<file path="config.mk">
export PLATFORM = sky130hd
export DESIGN_NAME = m4i_queue
export DESIGN_NICKNAME = d
export VERILOG_FILES = /design/src/rtl/m4i_pkg.sv /design/src/rtl/m4i_queue.sv
export SDC_FILE = /design/constraint.sdc
export NUM_CORES = 1
export LEC_CHECK = 0
export BUFFER_PORTS_ARGS = -buffer_cell sky130_fd_sc_hd__buf_2
export CAP_MARGIN = 20
export CORE_AREA = 8 8 396 398
export CTS_BUF_LIST = sky130_fd_sc_hd__clkbuf_4 sky130_fd_sc_hd__clkbuf_8
export CTS_CLUSTER_SIZE = 14
export DETAILED_ROUTE_END_ITERATION = 7
export DIE_AREA = 0 0 404 406
export GPL_TIMING_DRIVEN = 0
export RECOVER_POWER = 25
export SYNTH_ARGS = -nofsm -noshare
export SYNTH_HDL_FRONTEND = slang
export SYNTH_SLANG_ARGS = --single-unit
</file>
<file path="constraint.sdc">
create_clock -name clk -period 29.5 [get_ports clk]
set_clock_uncertainty 0.1 [all_clocks]
set_input_delay 1.475 -clock clk [delete_from_list [all_inputs] [get_ports clk]]
set_output_delay 1.475 -clock clk [all_outputs]
set_load 0.02 [all_outputs]
</file>
<file path="src/rtl/m4i_pkg.sv">
// m4i_pkg: shared types, constants and helper functions for the 4x4 matrix
// inverse block. No dependencies.
package m4i_pkg;

	localparam int FRAC_BITS = 16;
	localparam int ELEMS     = 16;
	localparam int QDEPTH    = 2;
	localparam int NUMW      = 64 + FRAC_BITS;
	localparam int CNTW      = $clog2(NUMW);

	localparam logic [3:0]  LAST_IDX  = 4'd15;
	localparam logic [63:0] INT64_MAX = 64'h7FFF_FFFF_FFFF_FFFF;
	localparam logic [31:0] POS_LIM   = 32'h7FFF_FFFF;
	localparam logic [31:0] NEG_LIM   = 32'h8000_0000;

	typedef logic [3:0] idx_t;
	typedef logic [ELEMS-1:0][31:0] mat_t;

	// front to queue write request
	typedef struct packed {
		logic push;
		mat_t mat;
	} q_wr_t;

	// Column position (within the 3x3 minor) of factor f of triple term t.
	// Terms 0..2 are the positive diagonals, 3..5 the negative ones.
	function automatic logic [1:0] term_col(input logic [2:0] t, input logic [1:0] f);
		logic [1:0] y;
		y = 2'd0;
		case (t)
			3'd0: y = f;
			3'd1: y = (f == 2'd0) ? 2'd1 : (f == 2'd1) ? 2'd2 : 2'd0;
			3'd2: y = (f == 2'd0) ? 2'd2 : (f == 2'd1) ? 2'd0 : 2'd1;
			3'd3: y = (f == 2'd0) ? 2'd2 : (f == 2'd1) ? 2'd1 : 2'd0;
			3'd4: y = (f == 2'd0) ? 2'd0 : (f == 2'd1) ? 2'd2 : 2'd1;
			3'd5: y = (f == 2'd0) ? 2'd1 : (f == 2'd1) ? 2'd0 : 2'd2;
			default: y = 2'd0;
		endcase
		return y;
	endfunction

	// Matrix address of factor f of term t for adjugate entry ent = {r, c}:
	// the minor drops row c and column r.
	function automatic idx_t elem_addr(input idx_t ent, input logic [2:0] t,
			input logic [1:0] f);
		logic [1:0] y;
		logic [1:0] row;
		logic [1:0] col;
		y = term_col(t, f);
		row = (f < ent[1:0]) ? f : f + 2'd1;
		col = (y < ent[3:2]) ? y : y + 2'd1;
		return {row, col};
	endfunction

endpackage

</file>
<file path="src/rtl/m4i_queue.sv">
// m4i_queue: short FIFO of matrix snapshots between front and back.
// Depends on m4i_pkg.
module m4i_queue (
	input  logic            clk,
	input  logic            arst_n,
	input  m4i_pkg::q_wr_t  wr,
	output logic            full,
	input  logic            pop,
	output logic            empty,
	output m4i_pkg::mat_t   rd_data
);

	localparam int PW = (m4i_pkg::QDEPTH > 1) ? $clog2(m4i_pkg::QDEPTH) : 1;
	localparam int CW = $clog2(m4i_pkg::QDEPTH + 1);

	m4i_pkg::mat_t mem [m4i_pkg::QDEPTH];
	logic [PW-1:0] wr_q;
	logic [PW-1:0] rd_q;
	logic [CW-1:0] cnt_q;
	logic          do_push;
	logic          do_pop;

	assign full    = (cnt_q == CW'(m4i_pkg::QDEPTH));
	assign empty   = (cnt_q == '0);
	assign do_push = wr.push && !full;
	assign do_pop  = pop && !empty;
	assign rd_data = mem[rd_q];

	// storage
	always_ff @(posedge clk) begin
		if (do_push) begin
			mem[wr_q] <= wr.mat;
		end
	end

	// pointers and fill count
	always_ff @(posedge clk or negedge arst_n) begin
		if (!arst_n) begin
			wr_q  <= '0;
			rd_q  <= '0;
			cnt_q <= '0;
		end else begin
			if (do_push) begin
				wr_q <= (wr_q == PW'(m4i_pkg::QDEPTH - 1)) ? '0 : wr_q + 1'b1;
			end
			if (do_pop) begin
				rd_q <= (rd_q == PW'(m4i_pkg::QDEPTH - 1)) ? '0 : rd_q + 1'b1;
			end
			if (do_push && !do_pop) begin
				cnt_q <= cnt_q + 1'b1;
			end else if (do_pop && !do_push) begin
				cnt_q <= cnt_q - 1'b1;
			end
		end
	end

endmodule

</file>
==> metrics.md <==
| Metric | Value |
|---|---|
| Outcome | `complete, no violations` |
| Worst path slowest cell | `mux2_2` |
| FF-to-FF path depth | `11` |
| Ports | `1030` |
| R2R Path End | `mem[0][156]` |
| DRT Wirelength | `about 120000 µm` |
| CTS root buf | `clkbuf_8` |
| CTS Sinks | `1028` |
| Clk Latency, worst-skew pair | `0.84 ns` |
| Routability Congestion | `0.843` |
| Die W | `404 µm` |
| Comb pwr share | `0.365` |
| Tightest Hold Check Type | `input pin to asynchronous set/reset pin` |
| CTS H-tree lvls | `4` |
| P_int | `3360 µW` |
| Clock tree buffer depth | `3` |
| Most common cell after layout, fill and taps aside | `edfxtp_1` |
| CTS tree | `built` |
| Die Ht | `406 µm` |
| Clock power frac | `0.242` |
| Sequential share of power | `0.393` |
| Critical-path cell list | `buf_6 > buf_6 > buf_6 > mux2_2 > buf_2` |
| Most frequent cells in the layout | `edfxtp_1 (1024), buf_2 (943), mux2_2 (512), clkbuf_8 (173), clkbuf_1 (90)` |
| Via/cell ratio | `roughly 4` |
| Switching share of power | `0.356` |
| Fin crit share | `0.144` |
| Critical path arrival | `roughly 2.7 ns` |
| Fin nets | `~3400` |
| First-pass GRT wire length | `approximately 160000 µm` |
| Final Setup Violations | `0` |
| Slew @ Worst Pin | `0.737 ns` |
| Final Hold Vio Count | `0` |
| Clock slew at reported path FFs | `approximately 0.060 ns` |
| Max-cap violations | `0` |
| Max incr delay on CP | `between 0.3 and 0.4 ns` |
| DR DRC count | `0` |
| Row cnt | `~140` |
| Sum of buffers and inverters on the critical path | `4` |
| Cell Pwr Density | `around 110 mW/mm²` |
| Antenna-violating nets left | `0` |
| Critical path type | `flip-flop to output pin` |
| Crit path time final | `around 4.2 ns` |
| Leak | `roughly 0.018 µW` |
| Vias in the first global route | `21654` |
| Fillers | `14867` |
| Total iterations of the first detailed-routing run | `5` |
| Total number of vias | `about 21000` |
| Largest net degree at the start of global routing | `62` |
| Netlist cell types | `14` |
| RSZ-0062 raised after global routing | `false` |
| Crit end category | `output pin` |
| Ys Warns | `0` |
| DPL Wire Length | `between 90000 and 100000 µm` |
| Share of layout cells above drive strength 1 | `0.606` |
| # port buffers | `1029` |
| Sequential element share of the synthesized area | `0.826` |
| Routed WL per cell | `23.9 µm` |
| DRT iter0 DRCs | `between 1000 and 1500` |
| Post-CTS Setup Bufs | `0` |
| Area Growth Syn to Fin | `31.4%` |
| R2r setup slk | `25.79 ns` |
| Startpoint types | `flip-flop` |
| Setup_tns | `0 ns` |
| Tot GR Track Use | `0.138` |
| Fin. max-slew vios | `0` |
| Initial antenna violation count | `a little under 80` |
| Worst-path fanout max | `10` |
| Fin util | `0.326` |
| Critical path's top delay family | `buffers and inverters` |
| Core ar. | `between 0.15 and 0.2 mm²` |
| Relative slew margins | `0.508` |
| WP data required | `~28 ns` |
| Peak VDD IR | `around 0.000067 V` |
| Max Clock Freq | `0.236 GHz` |
| Fin Hold WS | `about 0.35 ns` |
| Sw power | `~1900 µW` |
| Post-Syn Instances | `~1600` |
| Avg Cell Area, Syn | `23.2 µm²` |
| Total grt overflow | `0` |
| PostCTS Resize Cnt | `0` |
| Reg-to-Reg Start | `cnt_q[0]` |
| Die area | `approximately 0.16 mm²` |
| CTS buffer count | `172` |
| Post-Synthesis Cell Area | `between 0.03 and 0.04 mm²` |
| Synth Net Count | `2129` |
| Most used cell, CP | `buf_6` |
| Hold Buf Count CTS | `0` |
| Register bit count reported by yosys | `around 1000` |
| Initial Utilization | `0.248` |
-- worst register-to-register path, stage by stage, from the launching register on --
cell and delay (ns):
dfrtp_1 0.43, nand2b_1 0.18, nand2_1 0.14, nor2_4 0.59, buf_12 0.28, buf_12 0.25, buf_12 0.25, buf_12 0.25
buf_12 0.23, buf_12 0.24, buf_16 0.21, buf_12 0.22
-- cells in the mapped netlist, drive strengths merged --
cell	number	area (µm²)
nand2	1	3.75
ha	1	12.5
and3	1	6.26
inv	2	7.51
xor2	2	17.5
nand2b	1	6.26
xnor2	3	26.3
edfxtp	1024	30700
dfrtp	4	100
buf	57	617
mux2	512	5770
o21ai	1	5.00
nor2	3	11.3
-- layout make-up --
| cell class | count | area, µm² | share of cell area |
|---|---|---|---|
| diodes | 28 | 70.1 | 0.00143 |
| plain buffers | 57 | 617 | 0.0126 |
| clock buffers | 237 | 2860 | 0.0583 |
| clock inverters | 71 | 563 | 0.0115 |
| inverters | 2 | 7.51 | 0.000153 |
| multi-input cells | 525 | 5870 | 0.120 |
| flip-flops and latches | 1028 | 30800 | 0.629 |
| well taps | 2030 | 2540 | 0.0518 |
| repair buffers | 1057 | 5670 | 0.116 |
-- worst max path at each step --
stage / start / end / slack [ns] / depth (start not counted)
final: rd_q / rd_data[267] / 25.26 / 5
after floorplan: wr[512] / mem[0][0] / 5.26 / 2
after global placement: wr[512] / mem[0][6] / -9.00 / 3
after global routing: rd_q / rd_data[269] / 25.03 / 5
after CTS: rd_q / rd_data[262] / 24.99 / 5
after detailed placement: wr[512] / mem[0][156] / 24.80 / 11
-- metal layers --
metal | GRT usage | vias to the layer above | routed length (µm)
li1 | - | 9011 | -
met1 | 0.161 | 10369 | 46500
met2 | 0.233 | 950 | 58600
met3 | 0.0582 | 236 | 11800
met4 | 0.0436 | 2 | 3150
met5 | 0 | - | 13
-- sequential cells by signal, summed over array words and instances, names as in the netlist --
| name | cells |
|---|---|
| cnt_q | 2 |
| wr_q | 1 |
| rd_q | 1 |
| mem | 1024 |
-- metrics by stage --
stage / cells / power, µW / area [µm²] / setup WS, ns
after floorplan: 1612 / 3480 / 37300 / 5.26
after global placement: 4671 / 4410 / 45000 / -9.00
after detailed placement: 4699 / 4020 / 45700 / 24.80
after CTS: 5007 / 5320 / 49100 / 24.99
after global routing: 5019 / 5460 / 49000 / 25.03
final: 5035 / 5220 / 49000 / 25.26
-- power groups by stage --
stage                     combinational [µW]  sequential (µW)  clock, µW
after CTS                               1950             2050       1310
after global routing                    2010             2080       1370
after detailed placement                1940             2080          0
after global placement                  1870             2540          0
after floorplan                         1140             2340          0
final                                   1900             2050       1260
-- kinds of logic (layout without fill, tap and decap cells) --
logic type	after synthesis	in the layout	share of synthesized area
xor gates and xnor gates	5	5	0.00117
DFF	1028	1028	0.826
adders and majority gates	1	1	0.000335
buffers and inverters	59	1424	0.0167
and+or+nand+nor	6	6	0.000738
other	0	28	0
muxes	512	512	0.154
AOI/OAI and AO/OA	1	1	0.000134
Note: power is estimated with default switching activity, not from simulation.
