## config.mk

```make
export PLATFORM = sky130hd
export DESIGN_NAME = m4i_front_flat
export DESIGN_NICKNAME = d
export VERILOG_FILES = /design/src/rtl/m4i_pkg.sv /design/src/rtl/m4i_if.sv /design/src/rtl/m4i_front.sv /design/src/flat_wrapper.sv
export SDC_FILE = /design/constraint.sdc
export NUM_CORES = 1
export LEC_CHECK = 0
export BUFFER_PORTS_ARGS = -buffer_cell sky130_fd_sc_hd__buf_4
export CORE_AREA = 4 4 216 218
export DETAILED_ROUTE_END_ITERATION = 16
export DIE_AREA = 0 0 220 222
export PLACE_DENSITY = 0.76
export SLEW_MARGIN = 10
export SYNTH_ARGS = -nofsm -noshare
export SYNTH_HDL_FRONTEND = slang
export SYNTH_SLANG_ARGS = --single-unit
```

## constraint.sdc

```tcl
create_clock -name clk -period 5.94 [get_ports clk]
set_input_delay 1.485 -clock clk [delete_from_list [all_inputs] [get_ports clk]]
set_output_delay 1.485 -clock clk [all_outputs]
set_load 0.005 [all_outputs]
```

## src/rtl/m4i_pkg.sv

```systemverilog
// m4i_pkg: shared types, constants and helper functions for the 4x4 matrix
// inverse block. No dependencies.
package m4i_pkg;

	localparam int FRAC_BITS = 16;
	localparam int ELEMS     = 16;
	localparam int QDEPTH    = 2;
	localparam int NUMW      = 64 + FRAC_BITS;
	localparam int CNTW      = $clog2(NUMW);

	localparam logic [3:0]  LAST_IDX  = 4'd15;
	localparam logic [63:0] INT64_MAX = 64'h7FFF_FFFF_FFFF_FFFF;
	localparam logic [31:0] POS_LIM   = 32'h7FFF_FFFF;
	localparam logic [31:0] NEG_LIM   = 32'h8000_0000;

	typedef logic [3:0] idx_t;
	typedef logic [ELEMS-1:0][31:0] mat_t;

	// front to queue write request
	typedef struct packed {
		logic push;
		mat_t mat;
	} q_wr_t;

	// Column position (within the 3x3 minor) of factor f of triple term t.
	// Terms 0..2 are the positive diagonals, 3..5 the negative ones.
	function automatic logic [1:0] term_col(input logic [2:0] t, input logic [1:0] f);
		logic [1:0] y;
		y = 2'd0;
		case (t)
			3'd0: y = f;
			3'd1: y = (f == 2'd0) ? 2'd1 : (f == 2'd1) ? 2'd2 : 2'd0;
			3'd2: y = (f == 2'd0) ? 2'd2 : (f == 2'd1) ? 2'd0 : 2'd1;
			3'd3: y = (f == 2'd0) ? 2'd2 : (f == 2'd1) ? 2'd1 : 2'd0;
			3'd4: y = (f == 2'd0) ? 2'd0 : (f == 2'd1) ? 2'd2 : 2'd1;
			3'd5: y = (f == 2'd0) ? 2'd1 : (f == 2'd1) ? 2'd0 : 2'd2;
			default: y = 2'd0;
		endcase
		return y;
	endfunction

	// Matrix address of factor f of term t for adjugate entry ent = {r, c}:
	// the minor drops row c and column r.
	function automatic idx_t elem_addr(input idx_t ent, input logic [2:0] t,
			input logic [1:0] f);
		logic [1:0] y;
		logic [1:0] row;
		logic [1:0] col;
		y = term_col(t, f);
		row = (f < ent[1:0]) ? f : f + 2'd1;
		col = (y < ent[3:2]) ? y : y + 2'd1;
		return {row, col};
	endfunction

endpackage

```

## src/rtl/m4i_if.sv

```systemverilog
// m4i_if: valid/ready channel interfaces for matrix elements in and results out.
// Depends on nothing.
interface m4i_elem_if;
	logic               valid;
	logic               ready;
	logic        [3:0]  elem_index;
	logic signed [31:0] elem_value;

	modport source (output valid, elem_index, elem_value, input ready);
	modport sink (input valid, elem_index, elem_value, output ready);
endinterface


```

## src/rtl/m4i_front.sv

```systemverilog
// m4i_front: accepts matrix elements, keeps the element store and queues a
// snapshot of the matrix on the last element. Depends on m4i_pkg, m4i_if.
module m4i_front (
	input  logic               clk,
	m4i_elem_if.sink           elem,
	output m4i_pkg::q_wr_t     wr,
	input  logic               full
);

	m4i_pkg::mat_t mat_q;
	logic          accept;

	assign elem.ready = !full;
	assign accept     = elem.valid && elem.ready;

	// element store, stale entries kept across matrices
	always_ff @(posedge clk) begin
		if (accept) begin
			mat_q[elem.elem_index] <= elem.elem_value;
		end
	end

	// snapshot including the element arriving now
	always_comb begin
		wr.push = accept && (elem.elem_index == m4i_pkg::LAST_IDX);
		for (int k = 0; k < m4i_pkg::ELEMS; k++) begin
			wr.mat[k] = (elem.elem_index == 4'(k)) ? elem.elem_value : mat_q[k];
		end
	end

endmodule

```

## src/flat_wrapper.sv

```systemverilog
// flat-port wrapper written by rule: the top's interface ports become plain ports
module m4i_front_flat 
  (clk, wr, full, elem_valid, elem_elem_index, elem_elem_value, elem_ready);
  m4i_elem_if elem_i ();
  input  logic clk;
  output m4i_pkg::q_wr_t wr;
  input  logic full;
  input wire logic [$bits(elem_i.valid)-1:0] elem_valid;
  input wire logic [$bits(elem_i.elem_index)-1:0] elem_elem_index;
  input wire logic [$bits(elem_i.elem_value)-1:0] elem_elem_value;
  output wire logic [$bits(elem_i.ready)-1:0] elem_ready;
  assign elem_i.valid = elem_valid;
  assign elem_i.elem_index = elem_elem_index;
  assign elem_i.elem_value = elem_elem_value;
  assign elem_ready = elem_i.ready;
  m4i_front u_core (.clk(clk), .elem(elem_i), .wr(wr), .full(full));
endmodule
```

==> results.json, run 1 <==
{
  "status": "complete, no violations",
  "finalSetupViolCount": 0,
  "fin_nets": 1742,
  "antennaDiodeCount": 0,
  "timing_hold_violations_final": 0,
  "first_iter_violations": 956,
  "fp.dieH_um": 222,
  "post-route-drc-count": 0,
  "drt-wirelength-per-cell_um": 29.3,
  "required_ps": 4450,
  "ys_ff_latch": 512,
  "pre_cts_slack_ps": 914,
  "grtUsageTotal": 0.270,
  "ir_worst_vdd_v": 0.000280,
  "drt-total-wl_um": 68700,
  "synth-simple-area-share": 0.0186,
  "whs_path_depth": 1,
  "min_period_ps": 5020,
  "synth_top_flop_cell": "edfxtp_1",
  "setup_tns_ps": 0,
  "grt_overflow_total": 0,
  "stdcell_area_um2": 28800,
  "gp_congestion": 0.830,
  "post_cts_buffers": 0,
  "first_global_vias": 13292,
  "synth-async-reset-ratio": 0,
  "synth_top_family_by_area": "multiplexers",
  "yosys.area.top_type": "edfxtp_1",
  "synth_common_cells": "512 x edfxtp_1, 369 x mux2_2, 76 x mux2_1",
  "maxCapViolCount": 0,
  "antenna_found_initial": 0,
  "cts_max_level": 2,
  "post_cts_resize_count": 0,
  "antenna_left": 0,
  "fmax_ghz": 0.199,
  "root_buffer": "clkbuf_16",
  "fin_crit_sh": 0.845,
  "critPathKind": "primary input to output port",
  "totalPowerFinal_mw": 7.82,
  "hpwl_um": 42900,
  "dpl-instance-area_um2": 27100,
  "setup_ws_ps": 918,
  "max-clock-path-buffers": 3,
  "drive_gt1_frac": 0.644,
  "synth_warnings": 0,
  "port-buffer-count": 552,
  "startpoint_type": "primary input",
  "vias": 13238,
  "synth_top_area_frac": 0.683,
  "syn_to_final_growth_pct": 27.9,
  "regMostFlops": "u_core.mat_q",
  "first_pass_iters": 5,
  "fill_cells": 3220,
  "rsz0062_at_grt": "false",
  "num_io_pins": 553,
  "crit_fanout": 32,
  "seq_area_frac_synth": 0.683,
  "syn-num-nets": 1197,
  "synthAdderAreaFrac": 0,
  "tightest_slew_ps": 1190,
  "drv_slew": 0,
  "fp-row-count": 78,
  "reg_top3": "u_core.mat_q x512",
  "cp.arrival_ps": 3540,
  "power_density_nw_per_um2": 272,
  "core_area_um2": 44900,
  "synth_area_per_cell_um2": 19.4,
  "synth_edf_count": 512,
  "start_util": 0.502,
  "largest_reg_flops": 512,
  "die_x_um": 220,
  "slew_headroom": 0.204,
  "leakage_nw": 10.7,
  "synth_top_cells_by_area": "edfxtp_1 68%, mux2_2 18%, mux2_4 4.5%, mux2_1 3.8%, buf_6 1.8%",
  "synth_cell_types": 24,
  "netlist_instances": 1158,
  "vias_per_cell": 5.65,
  "end_kind": "output port",
  "grt_pass1_wl_um": 96400,
  "die_area_um2": 48800,
  "holdWs_ps": 1310,
  "hold_class": "primary input to flop",
  "synthMuxAreaShare": 0.267,
  "cts_tree": "done",
  "hold_buffers": 0,
  "cts_made_buffers": 52,
  "syn_area_um2": 22500,
  "cts.sinks": 512,
  "yosys.area_share.xor_xnor": 0,
  "synth.most_common_cell": "edfxtp_1",
  "grt_max_degree": 33,
  "synth_compound_area_frac": 0,
  "clk_pin_slew_ps": 60
}
-- routing by layer --
metal / track usage / routed length, um / vias to the layer above
met5: 0 / 0 / -
met4: 0.0889 / 2400 / 0
met3: 0.0678 / 5150 / 109
met2: 0.461 / 34700 / 600
met1: 0.336 / 26400 / 6899
li1: - / - / 5630
-- cells by family after synthesis --
logic type / after synthesis
flip-flops: 512
multiplexers: 512
AND/OR/NAND/NOR: 39
buffers and inverters: 95
-- metrics by stage --
stage | utilization | instances
finish | 0.641 | 2343
global placement | 0.604 | 2248
detailed placement | 0.604 | 2249
CTS | 0.641 | 2343
global route | 0.641 | 2343
floorplan | - | 1158
-- worst max-delay path, stage by stage --
cell,delay (ps)
buf_4,320
nand4b_4,860
mux2_1,660
buf_4,150
-- report_power, final --
part	internal, mW	total (mW)	switching [mW]	leakage (nW)
combinational	0.236	0.536	0.299	5.25
clock	1.91	3.26	1.35	0.817
sequential	4.02	4.03	0.00948	4.61
-- final timing paths --
| check | start | endpoint | slack, ps |
|---|---|---|---|
| setup / recovery | elem_elem_index[0] | wr[362] | 920 |
| hold / removal | elem_elem_value[5] | u_core.mat_q[5] | 1310 |
-- area by class of cell --
class / instances / area (um^2) / share of cell area
Multi-Input combinational cell: 551 / 6570 / 0.228
Clock inverter: 32 / 339 / 0.0118
Timing Repair Buffer: 585 / 4420 / 0.153
Sequential cell: 512 / 15400 / 0.534
Tap cell: 600 / 751 / 0.0261
Inverter: 1 / 3.75 / 0.000130
Clock buffer: 62 / 1340 / 0.0465
-- layout by cell type (no fill, tap or decap), types with 2 or more instances in the layout --
master     count
and4bb_2       5
buf_12         2
buf_4        583
bufinv_16      7
clkbuf_1      10
clkbuf_16     52
clkinv_1      14
clkinv_2       7
edfxtp_1     512
inv_6          2
mux2_1        76
mux2_2       369
mux2_4        67
nand2b_1       2
nand4b_4       4
nand4bb_1      2
nor2_4        12
nor3_2         4
nor4b_4        4
No activity file was read; power rests on OpenSTA's default activity.
==> run 2: changes to the inputs <==
--- a/config.mk
+++ b/config.mk
@@ -5,11 +5,12 @@
 export SDC_FILE = /design/constraint.sdc
 export NUM_CORES = 1
 export LEC_CHECK = 0
+export ABC_AREA = 1
 export BUFFER_PORTS_ARGS = -buffer_cell sky130_fd_sc_hd__buf_4
-export CORE_AREA = 4 4 216 218
+export CORE_MARGIN = 4
+export CORE_UTILIZATION = 49
 export DETAILED_ROUTE_END_ITERATION = 16
-export DIE_AREA = 0 0 220 222
-export PLACE_DENSITY = 0.76
+export PLACE_DENSITY = 0.77
 export SLEW_MARGIN = 10
 export SYNTH_ARGS = -nofsm -noshare
 export SYNTH_HDL_FRONTEND = slang
==> constraint.sdc (replaced) <==
create_clock -name clk -period 4.32 [get_ports clk]
set_input_delay 1.08 -clock clk [delete_from_list [all_inputs] [get_ports clk]]
set_output_delay 1.08 -clock clk [all_outputs]
set_load 0.005 [all_outputs]
==> results.json, run 2 <==
{
  "status": "complete, no violations",
  "fp-row-count": 78,
  "synth_top_flop_cell": "edfxtp_1",
  "gp_congestion": 0.852,
  "synth_top_cells_by_area": "edfxtp_1 68%, nand2_1 20%, nand3_1 7.8%, clkbuf_1 2.4%, buf_2 1.3%",
  "syn_to_final_growth_pct": 29.3,
  "synth_top_area_frac": 0.679,
  "min_period_ps": 3810,
  "synth_area_per_cell_um2": 9.81,
  "slew_headroom": 0.375,
  "start_util": 0.498,
  "synth.most_common_cell": "nand2_1",
  "grt_overflow_total": 0,
  "crit_path_top_delay_cell": "buf_4",
  "netlist_instances": 2307,
  "hold_buffers": 0,
  "cts.sinks": 512,
  "required_ps": 3240,
  "root_buffer": "clkbuf_16",
  "reg_top3": "u_core.mat_q x512",
  "drt-met1-wl_um": 29600,
  "cts_tree": "done",
  "fin_nets": 2817,
  "startpoint_type": "primary input",
  "tightest_slew_ps": 934,
  "antennaDiodeCount": 0,
  "syn-num-nets": 2346,
  "cts_max_level": 2,
  "fin_crit_sh": 0.883,
  "die_area_um2": 49700,
  "finalSetupViolCount": 0,
  "synth-async-reset-ratio": 0,
  "leakage_nw": 12.9,
  "hpwl_um": 53700,
  "vias": 19531,
  "final_cell_mix": "1193 x nand2_1, 606 x buf_4, 512 x edfxtp_1",
  "synth_common_cells": "1207 x nand2_1, 512 x edfxtp_1, 352 x nand3_1",
  "first_pass_iters": 6,
  "maxCapViolCount": 0,
  "first_global_vias": 18521,
  "drv_slew": 0,
  "largest_reg_flops": 512,
  "ys_ff_latch": 512,
  "cpPeakStageDelay_ps": 290,
  "num_io_pins": 553,
  "grt_max_degree": 109,
  "first_iter_violations": 2416,
  "post-route-drc-count": 0,
  "antenna_found_initial": 1,
  "yosys.area.top_type": "edfxtp_1",
  "synth_warnings": 0,
  "crit_fanout": 25,
  "cp.arrival_ps": 2730,
  "syn_area_um2": 22600,
  "end_kind": "output port",
  "post_cts_resize_count": 0,
  "synth_cell_types": 9,
  "power_density_nw_per_um2": 373,
  "antenna_left": 0,
  "path_cells": "buf_4, nand2_1, clkinv_1, buf_4, nand2_1, buf_4, nand2_1, nand2_1, buf_4",
  "cts_made_buffers": 51,
  "core_area_um2": 45500,
  "hold_class": "primary input to flop",
  "drt-wirelength-per-cell_um": 24.0,
  "rsz0062_at_grt": "false",
  "synth_edf_count": 512,
  "final_common_cell": "nand2_1",
  "max-clock-path-buffers": 3,
  "wl_met2_um": 39500,
  "vias_per_cell": 5.72,
  "port-buffer-count": 552,
  "seq_area_frac_synth": 0.679,
  "grt_pass1_wl_um": 120000,
  "setup_tns_ps": 0,
  "maxUsedRoutingLayer": "met4",
  "critPathKind": "primary input to output port",
  "ir_worst_vdd_v": 0.000368,
  "regMostFlops": "u_core.mat_q",
  "clk_pin_slew_ps": 60,
  "post_cts_buffers": 0,
  "die_x_um": 223,
  "grtUsageTotal": 0.319,
  "drt-total-wl_um": 82100,
  "stdcell_count": 3417,
  "fp.dieH_um": 223,
  "drive_gt1_frac": 0.261,
  "dr_wl_met3_um": 9760,
  "fmax_ghz": 0.262,
  "dpl.cell_count": 3325,
  "timing_hold_violations_final": 0
}
-- run 2: cell count changes after synthesis, moves of 67 or more --
cell	before	now
mux2_1	76	0
clkbuf_1	32	145
mux2_2	369	0
mux2_4	67	0
nand3_1	0	352
nand2_1	1	1207
-- run 2: critical path: cells and delay by family --
| family | cells | cell delay (ps) |
|---|---|---|
| buffers and inverters | 5 | 1050 |
| and+or+nand+nor | 4 | 570 |
-- run 2: path summary, 6_finish.rpt --
check,start,end,slack [ps],cells after the start
setup / recovery,elem_elem_index[0],wr[489],510,9
hold / removal,elem_elem_value[15],u_core.mat_q[495],910,1
-- run 2: kinds of logic after synthesis --
logic type / after synthesis / synth area share
simple gates: 1586 / 0.283
flops: 512 / 0.679
buf+inv: 209 / 0.0378
-- run 2: stage by stage --
step | utilization | hold slack, ps | power (mW) | setup WS, ps | area [um^2]
final | 0.644 | 907 | 10.9 | 508 | 29300
after global routing | 0.644 | 904 | 11.2 | 439 | 29300
after CTS | 0.644 | 873 | 11.0 | 562 | 29300
after detailed placement | 0.607 | 1500 | 6.57 | 572 | 27600
after global placement | 0.607 | 1500 | 6.55 | 634 | 27600
after floorplan | - | 1180 | 6.02 | 176 | 22600
-- run 2: power breakdown --
part / internal [mW] / switching [mW] / total [mW]
Clock: 2.59 / 1.85 / 4.44
Combinational: 0.305 / 0.637 / 0.942
Sequential: 5.53 / 0.0141 / 5.54
-- run 2: final cells by class --
cell class | count | area [um^2]
sequential | 512 | 15400
timing repair buffer | 620 | 4830
fill | 3505 | 16200
multi-input combinational | 1586 | 6630
clock buffer | 61 | 1360
inverter | 7 | 26.3
tap | 600 | 751
clock inverter | 31 | 307
-- run 2: routing by layer --
layer	up-vias	track usage
met5	-	0
met4	0	0.120
met3	194	0.0822
met2	1359	0.521
met1	9379	0.415
li1	8599	-
